$ cat src/rtl/swmm_pkg.sv
package swmm_pkg;

   localparam int POS_BITS   = 20;
   localparam int TOTAL_BITS = 40;
   localparam int CFG_BITS   = 7;
   localparam int FIFO_DEPTH = 2;

   localparam logic [CFG_BITS-1:0] CFG_RESET = CFG_BITS'(4);

   localparam logic signed [TOTAL_BITS-1:0] TOTAL_MAX = {1'b0, {(TOTAL_BITS-1){1'b1}}};
   localparam logic signed [TOTAL_BITS-1:0] TOTAL_MIN = {1'b1, {(TOTAL_BITS-1){1'b0}}};

   typedef enum logic [1:0] {
      ST_LOAD,
      ST_WORK,
      ST_FIN
   } state_type;

   // classification the front end attaches to each word
   typedef struct packed {
      logic                last;
      logic                full;
      logic [CFG_BITS-1:0] k;
      logic [POS_BITS-1:0] pos;
   } ctl_type;

   typedef struct packed {
      logic active;
      logic push;
      logic clear;
   } mono_cmd_type;

endpackage

$ cat src/rtl/swmm_fifo.sv
module swmm_fifo import swmm_pkg::*; #(
   parameter int WIDTH = 8
) (
   input  logic             clock,
   input  logic             reset,
   input  logic             in_valid,
   output logic             in_ready,
   input  logic [WIDTH-1:0] in_data,
   output logic             out_valid,
   input  logic             out_ready,
   output logic [WIDTH-1:0] out_data
);

   localparam int AW = $clog2(FIFO_DEPTH);
   localparam int LW = $clog2(FIFO_DEPTH + 1);

   logic [WIDTH-1:0] slot_ff [FIFO_DEPTH];
   logic [AW-1:0]    wr_ptr_ff, wr_ptr_in;
   logic [AW-1:0]    rd_ptr_ff, rd_ptr_in;
   logic [LW-1:0]    level_ff, level_in;
   logic             do_push;
   logic             do_pop;

   assign in_ready  = (level_ff != LW'(FIFO_DEPTH));
   assign out_valid = (level_ff != '0);
   assign out_data  = slot_ff[rd_ptr_ff];
   assign do_push   = in_valid && in_ready;
   assign do_pop    = out_valid && out_ready;

   always_comb begin
      wr_ptr_in = wr_ptr_ff;
      rd_ptr_in = rd_ptr_ff;
      level_in  = level_ff;
      if (do_push) begin
         wr_ptr_in = wr_ptr_ff + AW'(1);
      end
      if (do_pop) begin
         rd_ptr_in = rd_ptr_ff + AW'(1);
      end
      if (do_push && !do_pop) begin
         level_in = level_ff + LW'(1);
      end else if (do_pop && !do_push) begin
         level_in = level_ff - LW'(1);
      end
   end

   always_ff @(posedge clock) begin
      if (reset) begin
         wr_ptr_ff <= '0;
         rd_ptr_ff <= '0;
         level_ff  <= '0;
      end else begin
         wr_ptr_ff <= wr_ptr_in;
         rd_ptr_ff <= rd_ptr_in;
         level_ff  <= level_in;
      end
   end

   always_ff @(posedge clock) begin
      if (do_push) begin
         slot_ff[wr_ptr_ff] <= in_data;
      end
   end

endmodule

$ cat config.mk
export PLATFORM = sky130hd
export DESIGN_NAME = swmm_fifo
export DESIGN_NICKNAME = d
export VERILOG_FILES = /design/src/rtl/swmm_pkg.sv /design/src/rtl/swmm_fifo.sv
export SDC_FILE = /design/constraint.sdc
export NUM_CORES = 1
export LEC_CHECK = 0
export BUFFER_PORTS_ARGS = -buffer_cell sky130_fd_sc_hd__buf_2
export CORE_MARGIN = 5
export CORE_UTILIZATION = 49
export CTS_CLUSTER_SIZE = 25
export DETAILED_ROUTE_END_ITERATION = 8
export GPL_TIMING_DRIVEN = 0
export PLACE_DENSITY_LB_ADDON = 0.3
export SETUP_SLACK_MARGIN = 0.3
export SLEW_MARGIN = 5
export SYNTH_ARGS = -nofsm -noshare
export SYNTH_HDL_FRONTEND = slang
export SYNTH_SLANG_ARGS = --single-unit
$ cat constraint.sdc
create_clock -name clock -period 1.75 [get_ports clock]
set_clock_uncertainty 0.05 [all_clocks]
set_input_delay 0.35 -clock clock [delete_from_list [all_inputs] [get_ports clock]]
set_output_delay 0.35 -clock clock [all_outputs]
set_load 0.02 [all_outputs]
; Word level (Yosys, flattened, before mapping)
; Memory sizes are Yosys's and may differ from the RTL's. A register that Yosys moved wholly into a read port is not among the register bits.
; Index checks and enable logic that the tools add are counted.
[word_totals]
reg_bits = 4
word_cells = 23
output_inout_bits = 10
memories = 1
mem_bits_rw = 16
[classes]
addsub = 4
n_reduce_logical = 8
n_eq_ne = 1
muxes = 6
[memory_table]
columns = memory, words, width, rd, rd_ports_with_merged_regs, write_ports, line_no
row1 = slot_ff, 2, 8, 1, 1, 1, swmm_fifo.sv:17  ; logic [WIDTH-1:0] slot_ff [FIFO_DEPTH];
[ops]
columns = operator, n
row1 = logical AND 1 bit, 4
row2 = two-way mux 1 bit, 4
row3 = two-way mux 2 bit, 2
row4 = nonzero test 2 bit, 2
row5 = "adder 1 bit, second input constant", 2
row6 = "adder 2 x 1 -> 2 bit, second input constant", 1
row7 = zero test 1 bit, 2
row8 = "!= test 2 bit, second input constant", 1
row9 = "subtractor 2 x 1 -> 2 bit, second input constant", 1

; Logic depth before layout (Yosys ltp)
; Gate-level depths: netlist of run 1.
[logic_depth]
depth_word = 6
ltp_mapped = 6
mapped_depth_nobuf = 6

; Least setup slack after synthesis of run 1
; No wires, ideal clock.
[synth_timing]
path_type = reg2reg
startpoint = register level_ff[0]
endpoint = register level_ff[1]
path_stages_with_launch = 6
synth_period_minus_slack_ns = 1.592
arrival_time_ns = 1.472
slack_ns = 0.158
path_cell_list = dfxtp_1 > nand2b_4 > and2_1 > ha_1 > or3_1 > a21oi_1
[synth_between]
elab_chain_len = 5
elab_cells_between_ends = 13
[synth_rtl]
columns = item, line_no
row1 = start: declaration, swmm_fifo.sv:20  ; logic [LW-1:0] level_ff, level_in;
row2 = start signal: assignment, swmm_fifo.sv:55  ; level_ff <= level_in;
row3 = != test 2 bit (*), swmm_fifo.sv:24  ; assign in_ready = (level_ff != LW'(FIFO_DEPTH));
row4 = via in_ready, swmm_fifo.sv:7  ; output logic in_ready,
row5 = logical AND 1 bit (*), swmm_fifo.sv:27  ; assign do_push = in_valid && in_ready;
row6 = via do_push, swmm_fifo.sv:21  ; logic do_push;
row7 = zero test 1 bit, swmm_fifo.sv:42  ; end else if (do_pop && !do_push) begin
row8 = logical AND 1 bit, swmm_fifo.sv:42
row9 = nonzero test 2 bit (no line), --
; The timed path passes the listed nets; every way through them passes the cells marked *. The select of a mux whose other input is x is not followed.
; A chain may end at the register's enable or synchronous reset.

==> impl_metrics.yaml, run 1 <==
outcome:
  status: "finished, final reports clean"
timing:
  tightest_slew_ns: 0.195
  maxSlewViolCount: 0
  relSlewSlack_pct: 87.0
  timing.final.crit_period_ns: 1.63
  max_freq_mhz: 614
  fin_setup_tns_ns: 0
  setup_viol: 0
  hold_viol: 0
  rsz0062_at_grt: "yes"
  fin_crit_sh_pct: 93.0
yosys:
  ys_seq_area_share_pct: 72.0
  syn_nets: 62
  avgSynthCellArea_um2: 16.4
  yosysWarnings: 0
  synth.cell_area_um2: 806
  syn_inst: 49
  ys_ff_latch: 21
  yosysUniqueCellTypes: 17
worst_setup_path:
  r2r_end: "level_ff[1]"
  path_cells: "buf_8, mux2_4, buf_6"
  endpoint_kind: "output port"
  critPathSlowestCell: "dfxtp_2"
  worstSetupPathType: "reg -> out"
  worstReg2RegStart: "level_ff[0]"
  rrSetupSlack_ns: 0.27
  crit_buf_inv: 2
  worst_setup_path_start_kind: "register"
  critPathArrivalTime_ns: 1.23
  cpLargestDelayFamily: "flip-flops"
  required_ns: 1.35
  worstPathMaxFanout: 8
  rr_worst_depth: 6
  slowest_delay_ns: 0.35
floorplanning:
  die_y_um: 50.6
  core_area_um2: 1540
  rows: 14
  die_area_um2: 2560
  ios: 22
  dieWidth_um: 50.6
  initial_core_util_pct: 52.3
cts:
  clk_latency_ns: 0.30
  cts_tree: "built"
  cts-buffers-inserted: 3
  htree_levels: 1
  clk_pin_slew_worst_paths_ns: 0.11
  root_buffer: "clkbuf_4"
  clock_path_buffers: 2
  cts_sinks: 21
  hold_buffers: 0
power_and_ir_drop:
  p_per_area_nw_per_um2: 1500
  p_seq_share_pct: 42.7
  p_comb_share_pct: 43.9
  clkPwrFrac_pct: 13.4
  p_leak_uw: 0.000452
  p_int_uw: 1140
  ir_drop_mv: 0.950
  p_sw_share_pct: 31.4
  total_power_uw: 1660
  switching_power_uw: 521
placed_design:
  place_hpwl_um: 926
  placedInstanceArea_um2: 947
  routabilityCongestion: 0.672
  port-buffer-count: 21
hold_path:
  worstHoldStart: "in_data[2]"
  hold_depth: 1
  worstHoldPathType: "in -> reg"
  min_to: "slot_ff[0][2]"
finish:
  fill_cells: 113
  area_growth_pct: 37.6
  diodes: 0
  postLayoutCellArea_um2: 1110
  drive_gt1_share_pct: 61.8
  fin_nets: 90
drt:
  vias_per_cell: 5.22
  vias: 480
  drc: 0
  wire_per_inst_um: 14.9
  postRouteAntennaNets: 0
  finalWirelength_um: 1370
  drt_iter0_markers: 9
  drt_first_pass_iters: 3
flow_run:
  drv_cap: 0
global_route:
  grt_pass1_wl_um: 2400
  grt.total_usage_pct: 12.6
  grt_pass1_vias: 521
  grt_antenna_before_repair: 0
  grt_overflow: 0
  grt_max_degree: 13
[cell usage in the layout, fill, tap and decap left out]
master    netlist  final
nand3b_1        1      1
and2_4          0      1
dfxtp_2         0      1
or2_4           0      1
mux2_4          0      8
buf_6           0      9
dfxtp_4         0      2
nand2b_4        1      1
o21ai_0         2      1
buf_8           0      1
o21ai_4         0      1
clkbuf_4        0      3
buf_2           1     12
ha_4            0      1
or3_1           1      1
dfxtp_1         5      2
xor2_1          3      3
edfxtp_1       16     16
a21oi_1         2      2
inv_2           0      1
a21bo_2         1      1
and3_2          0      1
buf_4           0      2
clkinv_2        0      1
nor2_1          3      3
[worst register-to-register path: stages (launching register included)]
cell	delay, ns
dfxtp_4	0.39
nand2b_4	0.14
and2_4	0.14
ha_4	0.14
xor2_1	0.14
or3_1	0.30
a21oi_1	0.12
[per-stage QoR]
step	instances	setup slack (ns)	utilization, %	hold slack [ns]
after CTS	92	0.0962	71.3	0.164
after floorplan	49	0.303	-	0.365
final	92	0.122	71.9	0.183
after detailed placement	86	0.209	61.4	0.458
after global routing	92	0.0498	71.9	0.159
after global placement	86	0.265	61.4	0.435
[final cells by class]
type	instances	area [um^2]	share of cell area, %
Clock buffer	3	22.5	2.03
Multi-Input combinational cell	26	277	24.9
Inverter	1	3.75	0.339
Timing Repair Buffer	23	176	15.9
Buffer	1	15.0	1.35
Tap cell	16	20.0	1.81
Clock inverter	1	5.00	0.451
Sequential cell	21	589	53.2
[power groups by stage]
stage | Sequential [uW] | Combinational, uW | Clock [uW]
after global placement | 687 | 507 | 0
after CTS | 699 | 726 | 237
after floorplan | 681 | 388 | 0
after global routing | 719 | 781 | 265
after detailed placement | 690 | 520 | 0
final | 707 | 728 | 223
[registers in the layout (all words and copies together), names as in the netlist, named ones only]
| signal | flops |
|---|---|
| wr_ptr_ff | 1 |
| level_ff | 2 |
| slot_ff | 16 |
| rd_ptr_ff | 1 |
[synth_stat cells (all sizes together)]
cell type / number / share of area [%]
edfxtp: 16 / 60
mux2: 8 / 11
a21bo: 1 / 1.2
inv: 1 / 0.47
nand3b: 1 / 0.93
nand2b: 1 / 1.7
o21ai: 2 / 1.2
and3: 1 / 0.78
xor2: 3 / 3.3
and2: 1 / 0.78
buf: 1 / 0.62
dfxtp: 5 / 12
ha: 1 / 1.6
or3: 1 / 0.78
a21oi: 2 / 1.2
or2: 1 / 0.78
nor2: 3 / 1.4
[per-layer routing]
layer / wire length, um / global-route usage [%]
met3: 90 / 3.25
met4: 9 / 7.66
met1: 538 / 15.0
met5: 0 / 0
met2: 736 / 20.2
[cells by family after synthesis]
logic type	synth area share, %
AND/OR/NAND/NOR	7.14
buffers and inverters	1.09
adder cells (fa/ha/maj)	1.55
multiplexers	11.2
AO/OA/AOI/OAI	3.73
XOR/XNOR	3.26
flip-flops	72.1
[worst max path at each step]
stage,end,slack (ns),cells after the start
4_1_cts,out_data[6],0.1,3
2_1_floorplan,level_ff[1],0.30,6
6_report,out_data[6],0.12,3
3_5_place_dp,level_ff[1],0.21,4
3_3_place_gp,level_ff[1],0.26,4
5_1_grt,out_data[4],0.05,3
[timing repair]
item	CTS	global route
setup endpoints to repair	10	26
buffers inserted	2	0
pin swaps	2	2
gates resized for setup	35	3
(Power assumes the default switching activity.)
==> inputs of run 2 (changes only) <==
REMOVE_ABC_BUFFERS = 1   (was unset)
==> impl_metrics.yaml, run 2 (same netlist as run 1, synthesis figures left out) <==
global_route:
  grt_antenna_before_repair: 0
  grt.total_usage_pct: 11.2
  grt_pass1_wl_um: 2160
  grt_overflow: 0
  grt_max_degree: 12
  grt_pass1_vias: 488
worst_setup_path:
  worstReg2RegStart: "level_ff[0]"
  endpoint_kind: "output port"
  rrSetupSlack_ns: 0.28
  r2r_end: "level_ff[1]"
  worst_setup_path_start_kind: "register"
  worstPathMaxFanout: 8
  worstSetupPathType: "reg -> out"
  critPathArrivalTime_ns: 1.20
  rr_worst_depth: 6
  required_ns: 1.35
finish:
  fill_cells: 112
  reg_top3: "slot_ff: 16 flops, level_ff: 2 flops"
  fin_nets: 89
  drive_gt1_share_pct: 57.3
  largest_reg_flops: 16
  diodes: 0
  regMostFlops: "slot_ff"
  final_common_cell: "edfxtp_1"
  layout_common_cells: "edfxtp_1 (16), buf_2 (12), buf_6 (9)"
  area_growth_pct: 34.8
  utilization_pct: 70.5
  finalNonFillerCells: 91
cts:
  cts-buffers-inserted: 3
  clk_pin_slew_worst_paths_ns: 0.11
  htree_levels: 1
  cts_sinks: 21
  cts_tree: "built"
  root_buffer: "clkbuf_4"
  clock_path_buffers: 2
  clk_latency_ns: 0.29
flow_run:
  drv_cap: 0
drt:
  wire_per_inst_um: 14.5
  postRouteAntennaNets: 0
  finalWirelength_um: 1320
  vias_per_cell: 5.20
  drt_first_pass_iters: 4
  vias: 473
  drt_iter0_markers: 8
  drc: 0
placed_design:
  port-buffer-count: 21
  routabilityCongestion: 0.665
  dp_cells: 85
  place_hpwl_um: 868
floorplanning:
  die_y_um: 50.6
  core_area_um2: 1540
  dieWidth_um: 50.6
  rows: 14
  die_area_um2: 2560
  ios: 22
  initial_core_util_pct: 52.3
power_and_ir_drop:
  p_leak_uw: 0.000444
  ir_drop_mv: 0.953
  p_per_area_nw_per_um2: 1490
  total_power_uw: 1620
timing:
  hold_viol: 0
  max_freq_mhz: 623
  rsz0062_at_grt: "yes"
  fin_crit_sh_pct: 91.7
  fin_setup_tns_ns: 0
  relSlewSlack_pct: 75.0
  maxSlewViolCount: 0
  timing.final.crit_period_ns: 1.60
  setup_viol: 0
  tightest_slew_ns: 0.375
hold_path:
  worstHoldStart: "in_data[3]"
  worstHoldPathType: "in -> reg"
  min_to: "slot_ff[0][3]"
  hold_depth: 1
outcome:
  status: "finished, final reports clean"
-- run 2: how the worst max path moves through the flow --
stage | start | end | slack (ns)
after floorplan | level_ff[0] | level_ff[1] | 0.16
after global placement | level_ff[0] | level_ff[1] | 0.16
after detailed placement | level_ff[0] | level_ff[1] | 0.13
after CTS | register | out_data[1] | 0.13
after global routing | register | out_data[1] | 0.08
final | register | out_data[6] | 0.15
-- run 2: final cells by class --
class	instances	area [um^2]	area share, %
Inverter	1	3.75	0.346
Tap cell	16	20.0	1.84
Timing Repair Buffer	23	176	16.2
Clock buffer	4	26.3	2.42
Sequential cell	21	592	54.5
Multi-Input combinational cell	26	268	24.7
-- run 2: metrics by stage --
step / area, um^2 / hold WS (ns) / worst slack (ns)
after floorplan: 801 / 0.369 / 0.158
final: 1090 / 0.189 / 0.145
after CTS: 1080 / 0.179 / 0.127
after global placement: 926 / 0.435 / 0.158
after detailed placement: 926 / 0.457 / 0.134
after global routing: 1090 / 0.161 / 0.0798
-- run 2: timing repair --
item                       4_1_cts  5_1_grt
hold endpoints to repair         0        0
hold buffers                     0        0
setup endpoints to repair       11       11
resized for setup               35        2
buffers inserted                 2        0
pin swaps                        3        1
-- run 2: routing by layer --
layer	share of wire (%)	wire length (um)	track usage [%]
met5	0	0	0
met4	1.1	14	5.11
met3	6.4	85	3.25
met2	50	665	17.1
met1	42	554	14.5
-- run 2: power breakdown --
group          switching (uW)  internal (uW)  total (uW)
logic                     284            381         665
clock network             132           88.6         221
registers                83.0            650         733
total                     499           1120        1620
-- run 2: critical path, stage by stage (launching register included) --
cell and delay (ns):
dfxtp_4 0.45, mux2_4 0.32, buf_6 0.13
